==> config.mk <==
export PLATFORM = sky130hd
export DESIGN_NAME = keypad_code_lock_top_flat
export DESIGN_NICKNAME = d
export VERILOG_FILES = /design/src/sv/kcl_pkg.sv /design/src/sv/kcl_key_if.sv /design/src/sv/kcl_res_if.sv /design/src/sv/kcl_cfg_if.sv /design/src/sv/kcl_entry.sv /design/src/sv/keypad_code_lock_top.sv /design/src/flat_wrapper.sv
export SDC_FILE = /design/constraint.sdc
export NUM_CORES = 1
export LEC_CHECK = 0
export BUFFER_PORTS_ARGS = -buffer_cell sky130_fd_sc_hd__buf_2
export CORE_MARGIN = 8
export CORE_UTILIZATION = 45
export DETAILED_ROUTE_END_ITERATION = 7
export HOLD_SLACK_MARGIN = 0.02
export MAX_ROUTING_LAYER = met4
export SYNTH_ARGS = -nofsm -noshare
export SYNTH_HDL_FRONTEND = slang
export SYNTH_SLANG_ARGS = --single-unit
==> constraint.sdc <==
create_clock -name clk -period 5.9 [get_ports clk]
set_input_delay 0.59 -clock clk [delete_from_list [all_inputs] [get_ports clk]]
set_output_delay 0.59 -clock clk [all_outputs]
set_load 0.02 [all_outputs]
==> src/sv/kcl_pkg.sv <==
// Package of the keypad code lock: key codes, key-to-digit map, result struct.
// No dependencies; used by the interfaces and all modules.
`default_nettype none

package kcl_pkg;

	localparam int KEY_W   = 5;
	localparam int DIGIT_W = 4;
	localparam int CODE_W  = 32;
	localparam int LEN_W   = 4;
	localparam int HELD_W  = 4;

	typedef logic [KEY_W-1:0]   key_t;
	typedef logic [DIGIT_W-1:0] digit_t;
	typedef logic [CODE_W-1:0]  code_t;
	typedef logic [LEN_W-1:0]   len_t;

	// Function keys
	localparam key_t KEY_START  = 5'd15;
	localparam key_t KEY_END    = 5'd13;
	localparam key_t KEY_DELETE = 5'd8;

	// Configuration register indexes
	typedef enum logic {
		REG_SECRET_CODE = 1'b0,
		REG_CODE_LENGTH = 1'b1
	} cfg_reg_t;

	localparam code_t SECRET_CODE_RST = 32'h0003_0002;
	localparam len_t  CODE_LENGTH_RST = 4'd6;

	typedef struct packed {
		logic   valid;
		digit_t digit;
	} key_digit_t;

	// Result of one key press
	typedef struct packed {
		key_t              echoed_key;
		logic              unlock;
		logic              wrong_code;
		logic              entry_active;
		logic [HELD_W-1:0] digits_held;
	} kcl_result_t;

	// Keypad layout: ten keys carry the digits, the rest carry none
	function automatic key_digit_t key_digit(input key_t key);
		key_digit_t r;
		r = '{valid: 1'b1, digit: 4'd0};
		case (key)
			5'd14:   r.digit = 4'd0;
			5'd9:    r.digit = 4'd1;
			5'd10:   r.digit = 4'd2;
			5'd11:   r.digit = 4'd3;
			5'd5:    r.digit = 4'd4;
			5'd6:    r.digit = 4'd5;
			5'd7:    r.digit = 4'd6;
			5'd1:    r.digit = 4'd7;
			5'd2:    r.digit = 4'd8;
			5'd3:    r.digit = 4'd9;
			default: r.valid = 1'b0;
		endcase
		return r;
	endfunction

endpackage

`default_nettype wire

==> src/sv/kcl_key_if.sv <==
// Key press channel: valid/ready handshake carrying one key code per item.
// Depends on kcl_pkg.
`default_nettype none

interface kcl_key_if;
	import kcl_pkg::*;

	logic valid;
	logic ready;
	key_t key_code;

	modport source (output valid, output key_code, input ready);
	modport sink (input valid, input key_code, output ready);
endinterface

`default_nettype wire

==> src/sv/kcl_res_if.sv <==
// Result channel: valid/ready handshake carrying the outcome of one key press.
// Depends on kcl_pkg.
`default_nettype none

interface kcl_res_if;
	import kcl_pkg::*;

	logic              valid;
	logic              ready;
	key_t              echoed_key;
	logic              unlock;
	logic              wrong_code;
	logic              entry_active;
	logic [HELD_W-1:0] digits_held;

	modport source (output valid, output echoed_key, output unlock, output wrong_code,
		output entry_active, output digits_held, input ready);
	modport sink (input valid, input echoed_key, input unlock, input wrong_code,
		input entry_active, input digits_held, output ready);
endinterface

`default_nettype wire

==> src/sv/kcl_cfg_if.sv <==
// Configuration write channel: valid/ready, register index and write data.
// Depends on kcl_pkg.
`default_nettype none

interface kcl_cfg_if;
	import kcl_pkg::*;

	logic     valid;
	logic     ready;
	cfg_reg_t index;
	code_t    data;

	modport source (output valid, output index, output data, input ready);
	modport sink (input valid, input index, input data, output ready);
endinterface

`default_nettype wire

==> src/sv/kcl_entry.sv <==
// Code entry state: entry mode, digit count, digit buffer and parallel code compare.
// Depends on kcl_pkg.
`default_nettype none

module kcl_entry #(
	parameter int MAX_DIGITS = 8
) (
	input  wire                  clk,
	input  wire                  arst_n,
	input  wire                  accept,
	input  kcl_pkg::key_t        key_code,
	input  kcl_pkg::code_t       secret_code,
	input  kcl_pkg::len_t        code_length,
	output kcl_pkg::kcl_result_t result
);
	import kcl_pkg::*;

	localparam int CNT_W = $clog2(MAX_DIGITS + 1);
	localparam int CMP_W = 5;
	localparam logic [CMP_W-1:0] MAX_C = CMP_W'(MAX_DIGITS);

	logic             mode_q;
	logic [CNT_W-1:0] cnt_q;
	digit_t           buf_q [MAX_DIGITS];

	logic             mode0, mode_n;
	logic [CNT_W-1:0] cnt0, cnt1, cnt_n;
	logic [CMP_W-1:0] len_c, cl_c, cnt_n_c;
	key_digit_t       kd;
	logic             wr, del, check, match;
	logic [MAX_DIGITS-1:0] mismatch;

	// Effective code length: zero counts as one, capped at the buffer depth
	assign cl_c  = CMP_W'(code_length);
	assign len_c = (cl_c == '0) ? CMP_W'(1) : ((cl_c > MAX_C) ? MAX_C : cl_c);

	// Start/end keys, then digit store or delete
	always_comb begin
		kd    = key_digit(key_code);
		mode0 = (key_code == KEY_START) ? 1'b1 : ((key_code == KEY_END) ? 1'b0 : mode_q);
		cnt0  = (key_code == KEY_START) ? '0 : cnt_q;
		wr    = mode0 && kd.valid && (CMP_W'(cnt0) < MAX_C);
		del   = mode0 && !kd.valid && (key_code == KEY_DELETE) && (cnt0 != '0);
		if (wr) begin
			cnt1 = CNT_W'(cnt0 + 1'b1);
		end else if (del) begin
			cnt1 = CNT_W'(cnt0 - 1'b1);
		end else begin
			cnt1 = cnt0;
		end
		check  = mode0 && (CMP_W'(cnt1) >= len_c);
	end

	// Verdict once the lanes have compared
	assign match  = ~|mismatch;
	assign mode_n = (check && match) ? 1'b0 : mode0;
	assign cnt_n  = check ? '0 : cnt1;

	// One lane per position: buffer cell and its nibble compare
	for (genvar i = 0; i < MAX_DIGITS; i++) begin : g_lane
		logic   hit;
		digit_t cur;
		digit_t ref_nib;

		assign hit = wr && (CMP_W'(cnt0) == CMP_W'(i));
		assign cur = hit ? kd.digit : buf_q[i];

		if (i < 8) begin : g_nib
			assign ref_nib = secret_code[4*i +: 4];
		end else begin : g_zero
			assign ref_nib = '0;
		end

		assign mismatch[i] = (CMP_W'(i) < len_c) && (cur != ref_nib);

		always_ff @(posedge clk) begin
			if (accept && hit) begin
				buf_q[i] <= kd.digit;
			end
		end
	end

	// Entry state
	always_ff @(posedge clk or negedge arst_n) begin
		if (!arst_n) begin
			mode_q <= 1'b0;
			cnt_q  <= '0;
		end else if (accept) begin
			mode_q <= mode_n;
			cnt_q  <= cnt_n;
		end
	end

	// Result of the key being accepted
	assign cnt_n_c = CMP_W'(cnt_n);
	always_comb begin
		result.echoed_key   = key_code;
		result.unlock       = check && match;
		result.wrong_code   = check && !match;
		result.entry_active = mode_n;
		result.digits_held  = cnt_n_c[HELD_W-1:0];
	end

	// Checks
	a_start_clears: assert property (@(posedge clk) disable iff (!arst_n)
		accept && (key_code == KEY_START) |=> mode_q && (cnt_q == '0))
		else $error("start key did not open a clean entry");

	a_unlock_exits: assert property (@(posedge clk) disable iff (!arst_n)
		accept && result.unlock |=> !mode_q && (cnt_q == '0))
		else $error("entry still open after unlock");

	a_count_bound: assert property (@(posedge clk) disable iff (!arst_n)
		CMP_W'(cnt_q) <= MAX_C)
		else $error("digit count beyond buffer depth");

	a_idle_no_verdict: assert property (@(posedge clk) disable iff (!arst_n)
		!mode0 |-> !result.unlock && !result.wrong_code)
		else $error("verdict outside code entry");

endmodule

`default_nettype wire

==> src/sv/keypad_code_lock_top.sv <==
// Keypad code lock top level: configuration registers, entry logic, result register.
// The result is registered: valid in the cycle after the key item is accepted.
// Throughput: one key item per cycle if results are taken; the register frees when taken.
// Reset: entry off, count zero, secret code 0x00030002, length 6; digit buffer not cleared.
// Depends on kcl_pkg, kcl_key_if, kcl_res_if, kcl_cfg_if, kcl_entry.
`default_nettype none

module keypad_code_lock_top #(
	parameter int MAX_DIGITS = 8
) (
	input wire        clk,
	input wire        arst_n,
	kcl_key_if.sink   key_in,
	kcl_res_if.source res_out,
	kcl_cfg_if.sink   cfg
);
	import kcl_pkg::*;

	code_t       secret_code_q;
	len_t        code_length_q;
	logic        res_valid_q;
	kcl_result_t res_q;
	kcl_result_t res_d;
	logic        accept;

	// Configuration registers, always ready
	assign cfg.ready = 1'b1;

	always_ff @(posedge clk or negedge arst_n) begin
		if (!arst_n) begin
			secret_code_q <= SECRET_CODE_RST;
			code_length_q <= CODE_LENGTH_RST;
		end else if (cfg.valid) begin
			case (cfg.index)
				REG_SECRET_CODE: secret_code_q <= cfg.data;
				REG_CODE_LENGTH: code_length_q <= cfg.data[LEN_W-1:0];
				default: ;
			endcase
		end
	end

	// Take a key whenever the result register is empty or being drained
	assign key_in.ready = !res_valid_q || res_out.ready;
	assign accept       = key_in.valid && key_in.ready;

	kcl_entry #(
		.MAX_DIGITS(MAX_DIGITS)
	) u_entry (
		.clk         (clk),
		.arst_n      (arst_n),
		.accept      (accept),
		.key_code    (key_in.key_code),
		.secret_code (secret_code_q),
		.code_length (code_length_q),
		.result      (res_d)
	);

	// Result register
	always_ff @(posedge clk or negedge arst_n) begin
		if (!arst_n) begin
			res_valid_q <= 1'b0;
		end else if (accept) begin
			res_valid_q <= 1'b1;
		end else if (res_out.ready) begin
			res_valid_q <= 1'b0;
		end
	end

	always_ff @(posedge clk) begin
		if (accept) begin
			res_q <= res_d;
		end
	end

	assign res_out.valid        = res_valid_q;
	assign res_out.echoed_key   = res_q.echoed_key;
	assign res_out.unlock       = res_q.unlock;
	assign res_out.wrong_code   = res_q.wrong_code;
	assign res_out.entry_active = res_q.entry_active;
	assign res_out.digits_held  = res_q.digits_held;

	// Checks
	a_accept_gives_result: assert property (@(posedge clk) disable iff (!arst_n)
		accept |=> res_out.valid)
		else $error("accepted item produced no result");

	a_empty_takes_key: assert property (@(posedge clk) disable iff (!arst_n)
		!res_valid_q |-> key_in.ready)
		else $error("input stalled with empty result register");

	a_result_echo: assert property (@(posedge clk) disable iff (!arst_n)
		accept |=> res_out.echoed_key == $past(key_in.key_code))
		else $error("echoed key differs from accepted key");

endmodule

`default_nettype wire

==> src/flat_wrapper.sv <==
// flat-port wrapper written by rule: the top's interface ports become plain ports
module keypad_code_lock_top_flat import kcl_pkg::*;
#(
	parameter int MAX_DIGITS = 8
)
  (clk, arst_n, key_in_valid, key_in_key_code, key_in_ready, res_out_valid, res_out_echoed_key, res_out_unlock, res_out_wrong_code, res_out_entry_active, res_out_digits_held, res_out_ready, cfg_valid, cfg_index, cfg_data, cfg_ready);
  kcl_key_if key_in_i ();
  kcl_res_if res_out_i ();
  kcl_cfg_if cfg_i ();
  input wire clk;
  input wire arst_n;
  input wire logic [$bits(key_in_i.valid)-1:0] key_in_valid;
  input wire logic [$bits(key_in_i.key_code)-1:0] key_in_key_code;
  output wire logic [$bits(key_in_i.ready)-1:0] key_in_ready;
  output wire logic [$bits(res_out_i.valid)-1:0] res_out_valid;
  output wire logic [$bits(res_out_i.echoed_key)-1:0] res_out_echoed_key;
  output wire logic [$bits(res_out_i.unlock)-1:0] res_out_unlock;
  output wire logic [$bits(res_out_i.wrong_code)-1:0] res_out_wrong_code;
  output wire logic [$bits(res_out_i.entry_active)-1:0] res_out_entry_active;
  output wire logic [$bits(res_out_i.digits_held)-1:0] res_out_digits_held;
  input wire logic [$bits(res_out_i.ready)-1:0] res_out_ready;
  input wire logic [$bits(cfg_i.valid)-1:0] cfg_valid;
  input wire logic [$bits(cfg_i.index)-1:0] cfg_index;
  input wire logic [$bits(cfg_i.data)-1:0] cfg_data;
  output wire logic [$bits(cfg_i.ready)-1:0] cfg_ready;
  assign key_in_i.valid = key_in_valid;
  assign key_in_i.key_code = key_in_key_code;
  assign key_in_ready = key_in_i.ready;
  assign res_out_valid = res_out_i.valid;
  assign res_out_echoed_key = res_out_i.echoed_key;
  assign res_out_unlock = res_out_i.unlock;
  assign res_out_wrong_code = res_out_i.wrong_code;
  assign res_out_entry_active = res_out_i.entry_active;
  assign res_out_digits_held = res_out_i.digits_held;
  assign res_out_i.ready = res_out_ready;
  assign cfg_i.valid = cfg_valid;
  assign cfg_i.index = cfg_index;
  assign cfg_i.data = cfg_data;
  assign cfg_ready = cfg_i.ready;
  keypad_code_lock_top #(.MAX_DIGITS(MAX_DIGITS)) u_core (.clk(clk), .arst_n(arst_n), .key_in(key_in_i), .res_out(res_out_i), .cfg(cfg_i));
endmodule
==> results of run 1 <==
[metal layers]
layer	vias to the layer above	wire length [um]	part of all wire
li1	1570	-	-
met5	-	0	0
met1	1555	4980	0.46
met4	0	126	0.012
met2	75	5130	0.48
met3	9	483	0.045
[worst min path at each step]
stage / from / to / slack, ns / depth (start not counted)
3_5_place_dp: u_core.res_out.valid$_DFFE_PN0P_ / u_core.res_out.valid$_DFFE_PN0P_ / 0.52 / 2
4_1_cts: arst_n / u_core.u_entry.cnt_q[3]$_DFFE_PN0P_ / 0.43 / 1
5_1_grt: cfg_data[30] / u_core.secret_code_q[30]$_DFFE_PN0P_ / 0.44 / 2
2_1_floorplan: arst_n / u_core.code_length_q[0]$_DFFE_PN0P_ / 0.29 / 0
6_report: arst_n / u_core.u_entry.cnt_q[3]$_DFFE_PN0P_ / 0.40 / 1
3_3_place_gp: u_core.res_out.valid$_DFFE_PN0P_ / u_core.res_out.valid$_DFFE_PN0P_ / 0.50 / 2
[power breakdown]
| group | switching [W] | leakage [nW] | internal (W) |
|---|---|---|---|
| logic | 0.000201 | 1.01 | 0.000161 |
| registers | 0.0000636 | 0.907 | 0.000696 |
| clock network | 0.000217 | 0.0736 | 0.000154 |
[state kept, by name (all words and copies together) (netlist names)]
signal,cells
u_core.res_out.echoed_key,5
u_core.res_out.wrong_code,1
u_core.res_out.unlock,1
u_core.u_entry.cnt_q,4
u_core.code_length_q,4
u_core.secret_code_q,32
u_core.u_entry.mode_q,1
u_core.u_entry.buf_q,32
u_core.res_out.valid,1
u_core.res_out.digits_held,4
u_core.res_out.entry_active,1
[synth_stat cells (all sizes together), types with 6 or more instances]
| master | count |
|---|---|
| nand3b | 6 |
| dfrtp | 37 |
| inv | 15 |
| nor3 | 6 |
| and2 | 9 |
| nor2 | 15 |
| buf | 8 |
| mux2 | 34 |
| mux2i | 21 |
| nand3 | 7 |
| nor4 | 13 |
| edfxtp | 44 |
| xor2 | 12 |
| o31ai | 8 |
| nand2 | 33 |
| ha | 9 |
| nand2b | 12 |
| xnor2 | 21 |
| clkbuf | 9 |
| a21oi | 7 |
| o21ai | 15 |
[cell type report]
class	count	area, um2	share of cell area
clock buffers	11	131	0.0251
clock inverters	5	35.0	0.00669
inverters	15	56.3	0.0108
multi-input cells	281	2180	0.416
flip-flops and latches	86	2380	0.454
well taps	136	170	0.0325
repair buffers	57	288	0.0550
[cell families after synthesis]
logic type	count (synthesis)
buffers and inverters	32
adder cells (fa/ha/maj)	9
XOR/XNOR	33
AND/OR/NAND/NOR	124
AO/OA/AOI/OAI	59
multiplexers	55
other	1
flip-flops	86
[stage by stage]
step	power, W	std cells	utilization
floorplan	0.00102	399	-
global placement	0.00113	575	0.495
detailed placement	0.00113	575	0.495
CTS	0.00151	591	0.512
global route	0.00159	591	0.512
finish	0.00149	591	0.512
==> impl_metrics.toml, run 1 <==
[layout]
mostFrequentLayoutCells = "buf_2, edfxtp_1, dfrtp_1, mux2_2, nand2_1"
layout.nets = 502
design_area_um2 = 5240
layout_commonest_cell = "buf_2"
fill_cells = 936
drive_gt1_frac = 0.281
syn2layout_area_growth_pct = 11.6
antenna_cells = 0

[global_routing]
grtUsageMet2 = 0.258
grt_pass1_wl_um = 17800
grt_pass1_vias = 3311
grt_max_degree = 43
use_met1 = 0.210
antenna_found_initial = 0
grt_usage = 0.164
grt_overflow = 0
use_met3 = 0.0355
grt.busiest_layer = "met2"

[setup_path]
r2r_start = "u_core.u_entry.mode_q$_DFFE_PN0P_"
arrival_ns = 4.15
crit_type = "input port to register"
cpPeakStageDelay_ns = 0.42
cp_slowest_cell = "nor2_1"
cp_max_fo = 13
cp_common_cell = "a21o_1"
worst-r2r-setup-slack_ns = 2.02
startpoint_type = "input port"
cp_cell_sequence = "buf_2 -> nor2b_1 -> nand4_1 -> nand2_1 -> ha_1 -> a21o_1 -> o21ai_0 -> o21ai_0 -> inv_1 -> ha_1 -> a21o_1 -> a21o_1 -> a21oi_1 -> nor2_1 -> inv_1 -> nor4_4 -> nor2_1"
cp_num_buf_inv = 3
critPathCapture = "u_core.res_out.entry_active$_DFFE_PP_"
end_kind = "register"
r2r_end = "u_core.res_out.entry_active$_DFFE_PP_"
path_delay_family = "simple AND/OR/NAND/NOR gates"
startpoint = "key_in_key_code[0]"
ff2ff_path_depth = 14
worst-path-stages = 17
cp_data_required_time_ns = 5.99

[sta]
fin_hold_ws_ns = 0.398
rsz0062_at_grt = "false"
finalWorstSetupSlack_ns = 1.84
setup-tns-final_ns = 0
hold_viol = 0
slew_viol_final = 0
slew_headroom = 0.331
worst_slew_pin_slew_ns = 1.00
fmax_ghz = 0.247
fin_crit_sh = 0.688
skew_ns = 0.0118
period_minus_slack_ns = 4.06
setup-violations-final = 0

[cts]
hold_buffers = 0
cts_tree = "yes"
cts_root_buffer = "clkbuf_8"
clock_path_buffers = 2
post_cts_buffers = 0
cts_sinks = 86
cts.repair.resized = 0
htreeDepth = 3
clkLatencyLatePin_ns = 0.35
clkSlewWorstSetupHoldPaths_ns = 0.09
cts_buffers = 9

[synthesis]
synth_mux_area_frac = 0.127
yosysTopAreaCell = "edfxtp_1"
synth_nets = 451
synthAdderAreaFrac = 0.0240
synth_cell_type_count = 66
synth_edf_count = 44
synthSimpleGateAreaFrac = 0.160
synth_cells = 399
synth-async-reset-ratio = 0.488
ys_seq_area_frac = 0.507
synth_compound_area_frac = 0.0880
synthXorXnorAreaFrac = 0.0616
synthTopCellsByArea = "edfxtp_1, dfrtp_1, mux2_2"
ys_ff_latch = 86
synth_top_family_by_area = "simple AND/OR/NAND/NOR gates"
synth_ff_type = "edfxtp_1"
syn-cell-area_um2 = 4690
yosysWarningCount = 0
yosysTopAreaCellShare = 0.282
avgSynthCellArea_um2 = 11.8

[job]
cap_viol_max_count = 0

[detailed_routing]
num_vias = 3209
avgViaCountPerCell = 5.43
drt-total-wl_um = 10700
first_pass_iters = 4
drc = 0
wire_per_inst_um = 18.1
first_iter_violations = 122
ant_nets = 0

[status]
status = "finished clean"

[pwr]
ir_worst_vdd_mv = 0.132
pwr_density_cell_nw_per_um2 = 285
power_leakage_nw = 1.99

[die]
die_w_um = 118
core-area_um2 = 10200
initial_core_util = 0.458
rows = 37
die_area_um2 = 13900
fp.dieH_um = 118
pin_count = 58

[placement]
hpwl_um = 7910
post_dp_cell_area_um2 = 5070
gp_congestion = 0.918
portBuffers = 56
place_ws_ns = 1.52

[hold_path]
hp-class = "input port to asynchronous set/reset pin"
Note: power is estimated with default switching activity, not from simulation.
==> run 2, diff against run 1 <==
PLACE_DENSITY = 0.67   (was unset)
clock period = 3.6 ns   (was 5.9 ns; I/O delays follow)
==> run 2 against run 1 <==
Combinational power increased by 80%. Register-to-register slack lost 1.6 ns. Global-route usage is 0.86 points higher. Sequential power rose by 64%. Critical path depth grew 1.
==> impl_metrics.toml, run 2 (same netlist as run 1, synthesis figures left out) <==
[cts]
htreeDepth = 3
cts_buffers = 9
clkSlewWorstSetupHoldPaths_ns = 0.09
cts_root_buffer = "clkbuf_8"
post_cts_buffers = 0
cts_tree = "yes"
clock_path_buffers = 2
cts_sinks = 86
hold_buffers = 0
clkLatencyLatePin_ns = 0.37

[status]
status = "finished clean"

[global_routing]
grt_pass1_vias = 3523
grt_max_degree = 43
grt_usage = 0.173
grt_overflow = 0
antenna_found_initial = 0
grt_pass1_wl_um = 18600

[layout]
layout.nets = 524
syn2layout_area_growth_pct = 15.6
mostFrequentLayoutCells = "buf_2, edfxtp_1, dfrtp_1, mux2_2, nand2_1"
drive_gt1_frac = 0.323
design_area_um2 = 5420
layout_commonest_cell = "buf_2"
antenna_cells = 0
fill_cells = 889
finish.utilization = 0.530

[die]
rows = 37
fp.dieH_um = 118
die_area_um2 = 13900
initial_core_util = 0.458
die_w_um = 118
core-area_um2 = 10200
pin_count = 58

[pwr]
pwr_density_cell_nw_per_um2 = 471
ir_worst_vdd_mv = 0.197
total_power_w = 0.00255
power_leakage_nw = 2.13

[sta]
fmax_ghz = 0.310
worst_slew_pin_slew_ns = 1.00
period_minus_slack_ns = 3.23
skew_ns = 0.0110
setup-violations-final = 0
hold_viol = 0
slew_headroom = 0.333
slew_viol_final = 0
rsz0062_at_grt = "false"
fin_crit_sh = 0.896
setup-tns-final_ns = 0

[placement]
post_dp_cell_area_um2 = 5230
gp_congestion = 0.890
hpwl_um = 8170
portBuffers = 56

[detailed_routing]
num_vias = 3351
wire_per_inst_um = 18.5
drc = 0
first_pass_iters = 4
ant_nets = 0
drt-total-wl_um = 11300
avgViaCountPerCell = 5.47
first_iter_violations = 277

[job]
cap_viol_max_count = 0

[hold_path]
hp-class = "input port to asynchronous set/reset pin"

[setup_path]
startpoint_type = "input port"
r2r_end = "u_core.res_out.entry_active$_DFFE_PP_"
r2r_start = "u_core.u_entry.cnt_q[1]$_DFFE_PN0P_"
cp_data_required_time_ns = 3.70
worst-r2r-setup-slack_ns = 0.43
crit_type = "input port to register"
ff2ff_path_depth = 11
arrival_ns = 3.33
cp_max_fo = 4
end_kind = "register"
-- run 2: power by group --
group | switching (W) | leakage [nW] | total, W | internal (W)
combinational | 0.000348 | 1.12 | 0.000650 | 0.000302
sequential | 0.000107 | 0.907 | 0.00125 | 0.00114
clock | 0.000363 | 0.0981 | 0.000657 | 0.000294
total | 0.000818 | 2.13 | 0.00255 | 0.00174
-- run 2: stage by stage --
| step | setup WS [ns] | hold slack [ns] | cells |
|---|---|---|---|
| after floorplan | 0.122 | 0.0644 | 399 |
| after global placement | 0.0518 | 0.518 | 597 |
| after detailed placement | 0.00993 | 0.519 | 597 |
| after CTS | 0.379 | 0.193 | 613 |
| after global routing | 0.00844 | 0.213 | 613 |
| final | 0.375 | 0.158 | 613 |
-- run 2: how the worst max path moves through the flow --
stage                                  start                                    end  slack (ns)  depth (start not counted)
after global routing      key_in_key_code[0]  u_core.res_out.entry_active$_DFFE_PP_       0.008                         18
after floorplan           key_in_key_code[0]  u_core.res_out.entry_active$_DFFE_PP_        0.12                         18
after detailed placement  key_in_key_code[0]  u_core.res_out.entry_active$_DFFE_PP_        0.01                         14
after global placement    key_in_key_code[0]  u_core.res_out.entry_active$_DFFE_PP_        0.05                         18
after CTS                 key_in_key_code[0]  u_core.res_out.entry_active$_DFFE_PP_        0.38                         18
final                     key_in_key_code[0]  u_core.res_out.entry_active$_DFFE_PP_        0.37                         18
-- run 2: area by class of cell --
type	count	area, um2	area share
clock buffers	10	149	0.0275
flip-flops and latches	86	2380	0.439
inverters	15	56.3	0.0104
clock inverters	6	41.3	0.00762
multi-input cells	281	2170	0.401
repair buffers	79	453	0.0836
well taps	136	170	0.0314
-- run 2: worst max-delay path, cell delays in order --
cell	delay, ns
buf_2	0.09
nor2b_1	0.17
nand4_1	0.24
nand2_1	0.22
ha_1	0.26
a21oi_1	0.12
o21ai_0	0.15
o21ai_0	0.09
a32o_1	0.26
ha_1	0.29
nand2b_1	0.09
a21o_1	0.11
a21o_1	0.10
a21oi_1	0.07
nor2_2	0.12
inv_1	0.12
nor4_4	0.37
nor2_1	0.08
-- run 2: layer usage --
| metal | vias up | part of all wire | GRT usage |
|---|---|---|---|
| met5 | - | 0 | - |
| met4 | 0 | 0.023 | 0.0641 |
| met3 | 22 | 0.056 | 0.0317 |
| met2 | 123 | 0.47 | 0.270 |
| met1 | 1601 | 0.45 | 0.219 |
| li1 | 1605 | - | - |
-- run 2: what timing repair did --
item | in CTS | in global routing
resized for setup | 0 | 1
endpoints found under the setup margin | 0 | 1
hold endpoints to repair | 0 | 0
==> run 3, diff against run 2 <==
--- a/config.mk
+++ b/config.mk
@@ -8,9 +8,9 @@
 export BUFFER_PORTS_ARGS = -buffer_cell sky130_fd_sc_hd__buf_2
 export CORE_MARGIN = 8
-export CORE_UTILIZATION = 45
+export CORE_UTILIZATION = 53
 export DETAILED_ROUTE_END_ITERATION = 7
 export HOLD_SLACK_MARGIN = 0.02
 export MAX_ROUTING_LAYER = met4
-export PLACE_DENSITY = 0.67
+export PLACE_DENSITY = 0.77
 export SYNTH_ARGS = -nofsm -noshare
 export SYNTH_HDL_FRONTEND = slang
==> constraint.sdc (replaced) <==
create_clock -name clk -period 3.6 [get_ports clk]
set_input_delay 0.36 -clock clk [delete_from_list [all_inputs] [get_ports clk]]
set_output_delay 0.36 -clock clk [all_outputs]
set_load 0.005 [all_outputs]
==> run 3 against run 2 <==
Register-to-register slack got worse by 0.13 ns. Largest cell class unchanged. Largest power group unchanged. Clock-buffer cell count increased by 2. Combinational power decreased by 5.4%.
==> impl_metrics.toml, run 3 (same netlist as run 1, synthesis figures left out) <==
[status]
status = "finished clean"

[detailed_routing]
num_vias = 3471
ant_nets = 0
drt-total-wl_um = 10800
drc = 0
avgViaCountPerCell = 5.93
first_pass_iters = 5
wire_per_inst_um = 18.5
first_iter_violations = 328

[sta]
slew_viol_final = 0
finalWorstSetupSlack_ns = 0.300
slew_headroom = 0.344
fin_crit_sh = 0.917
period_minus_slack_ns = 3.30
fin_hold_ws_ns = 0.165
setup-tns-final_ns = 0
hold_viol = 0
worst_slew_pin_slew_ns = 0.984
setup-violations-final = 0
skew_ns = 0.0129
fmax_ghz = 0.303
rsz0062_at_grt = "false"

[die]
die_w_um = 110
rows = 34
initial_core_util = 0.543
die_area_um2 = 12100
fp.dieH_um = 110
core-area_um2 = 8640
pin_count = 58

[cts]
hold_buffers = 0
cts_root_buffer = "clkbuf_8"
cts_sinks = 86
htreeDepth = 3
cts_buffers = 9
clkSlewWorstSetupHoldPaths_ns = 0.09
clock_path_buffers = 2
cts.repair.resized = 0
cts_tree = "yes"
clkLatencyLatePin_ns = 0.36
post_cts_buffers = 0

[placement]
portBuffers = 56
place_ws_ns = 0.0429
gp_congestion = 0.977
post_dp_cell_area_um2 = 5190
hpwl_um = 8050

[global_routing]
grt_max_degree = 43
grt_usage = 0.195
antenna_found_initial = 0
grt_pass1_wl_um = 17900
grt_overflow = 0
grt_pass1_vias = 3573

[setup_path]
arrival_ns = 3.51
crit_type = "register to register"
cp_data_required_time_ns = 3.81
end_kind = "register"
cp_max_fo = 6
startpoint_type = "register"
ff2ff_path_depth = 12

[layout]
antenna_cells = 0
mostFrequentLayoutCells = "buf_2, edfxtp_1, dfrtp_1, mux2_2, nand2_1"
drive_gt1_frac = 0.317
layout.nets = 524
syn2layout_area_growth_pct = 15.2
design_area_um2 = 5400
layout_commonest_cell = "buf_2"

[pwr]
pwr_density_cell_nw_per_um2 = 475
ir_worst_vdd_mv = 0.254
power_leakage_nw = 2.13

[job]
cap_viol_max_count = 0

[hold_path]
hp-class = "input port to asynchronous set/reset pin"
-- run 3: changes by cell type in the layout (fill, tap and decap cells not counted), sizes merged --
| cell | change |
|---|---|
| clkinv | -1 |
| bufinv | +1 |
| clkinvlp | -1 |
| clkbuf | +2 |
| inv | -1 |
-- run 3: path summary, 6_finish.rpt --
check                                                        to                                  from  slack [ns]
max                           u_core.u_entry.mode_q$_DFFE_PN0P_   u_core.u_entry.cnt_q[1]$_DFFE_PN0P_        0.30
min                         u_core.secret_code_q[3]$_DFFE_PN0P_                                arst_n        0.16
max reg2reg                   u_core.u_entry.mode_q$_DFFE_PN0P_   u_core.u_entry.cnt_q[1]$_DFFE_PN0P_        0.30
min reg2reg                u_core.secret_code_q[26]$_DFFE_PN0P_  u_core.secret_code_q[26]$_DFFE_PN0P_        0.54
max in group asynchronous   u_core.u_entry.cnt_q[2]$_DFFE_PN0P_                                arst_n        2.82
min in group clk           u_core.secret_code_q[13]$_DFFE_PN0P_                          cfg_data[13]        0.20
-- run 3: layout make-up --
class / instances / area (um2)
clock buffer: 12 / 156
sequential: 86 / 2380
tap: 108 / 135
multi-input combinational: 281 / 2170
clock inverter: 4 / 53.8
timing repair buffer: 79 / 453
inverter: 15 / 56.3
fill: 701 / 3230
-- run 3: routing by layer --
metal | vias up | GRT usage | share of wire
li1 | 1607 | - | -
met1 | 1695 | 0.249 | 0.44
met2 | 144 | 0.301 | 0.47
met3 | 25 | 0.0448 | 0.067
met4 | 0 | 0.0608 | 0.023
met5 | - | - | 0
-- run 3: critical path: stages, from the launching register on --
cell and delay (ns):
dfrtp_1 0.43, nand2_1 0.18, inv_1 0.12, ha_1 0.17
or3b_1 0.38, or4_4 0.46, nor4b_2 0.28, a41oi_1 0.17
nor4_2 0.24, o2111ai_1 0.23, nor4_4 0.29, buf_4 0.16
o31ai_2 0.05
-- run 3: through the flow --
stage | util | power (W) | cells
6_report | 0.626 | 0.00257 | 585
5_1_grt | 0.626 | 0.00272 | 585
4_1_cts | 0.626 | 0.00258 | 585
3_5_place_dp | 0.601 | 0.00188 | 569
3_3_place_gp | 0.601 | 0.00185 | 569
2_1_floorplan | - | 0.00165 | 399
-- run 3: power by group --
| part | leakage, nW | switching (W) | internal (W) |
|---|---|---|---|
| sequential | 0.907 | 0.000102 | 0.00114 |
| clock | 0.106 | 0.000342 | 0.000367 |
| combinational | 1.12 | 0.000320 | 0.000295 |
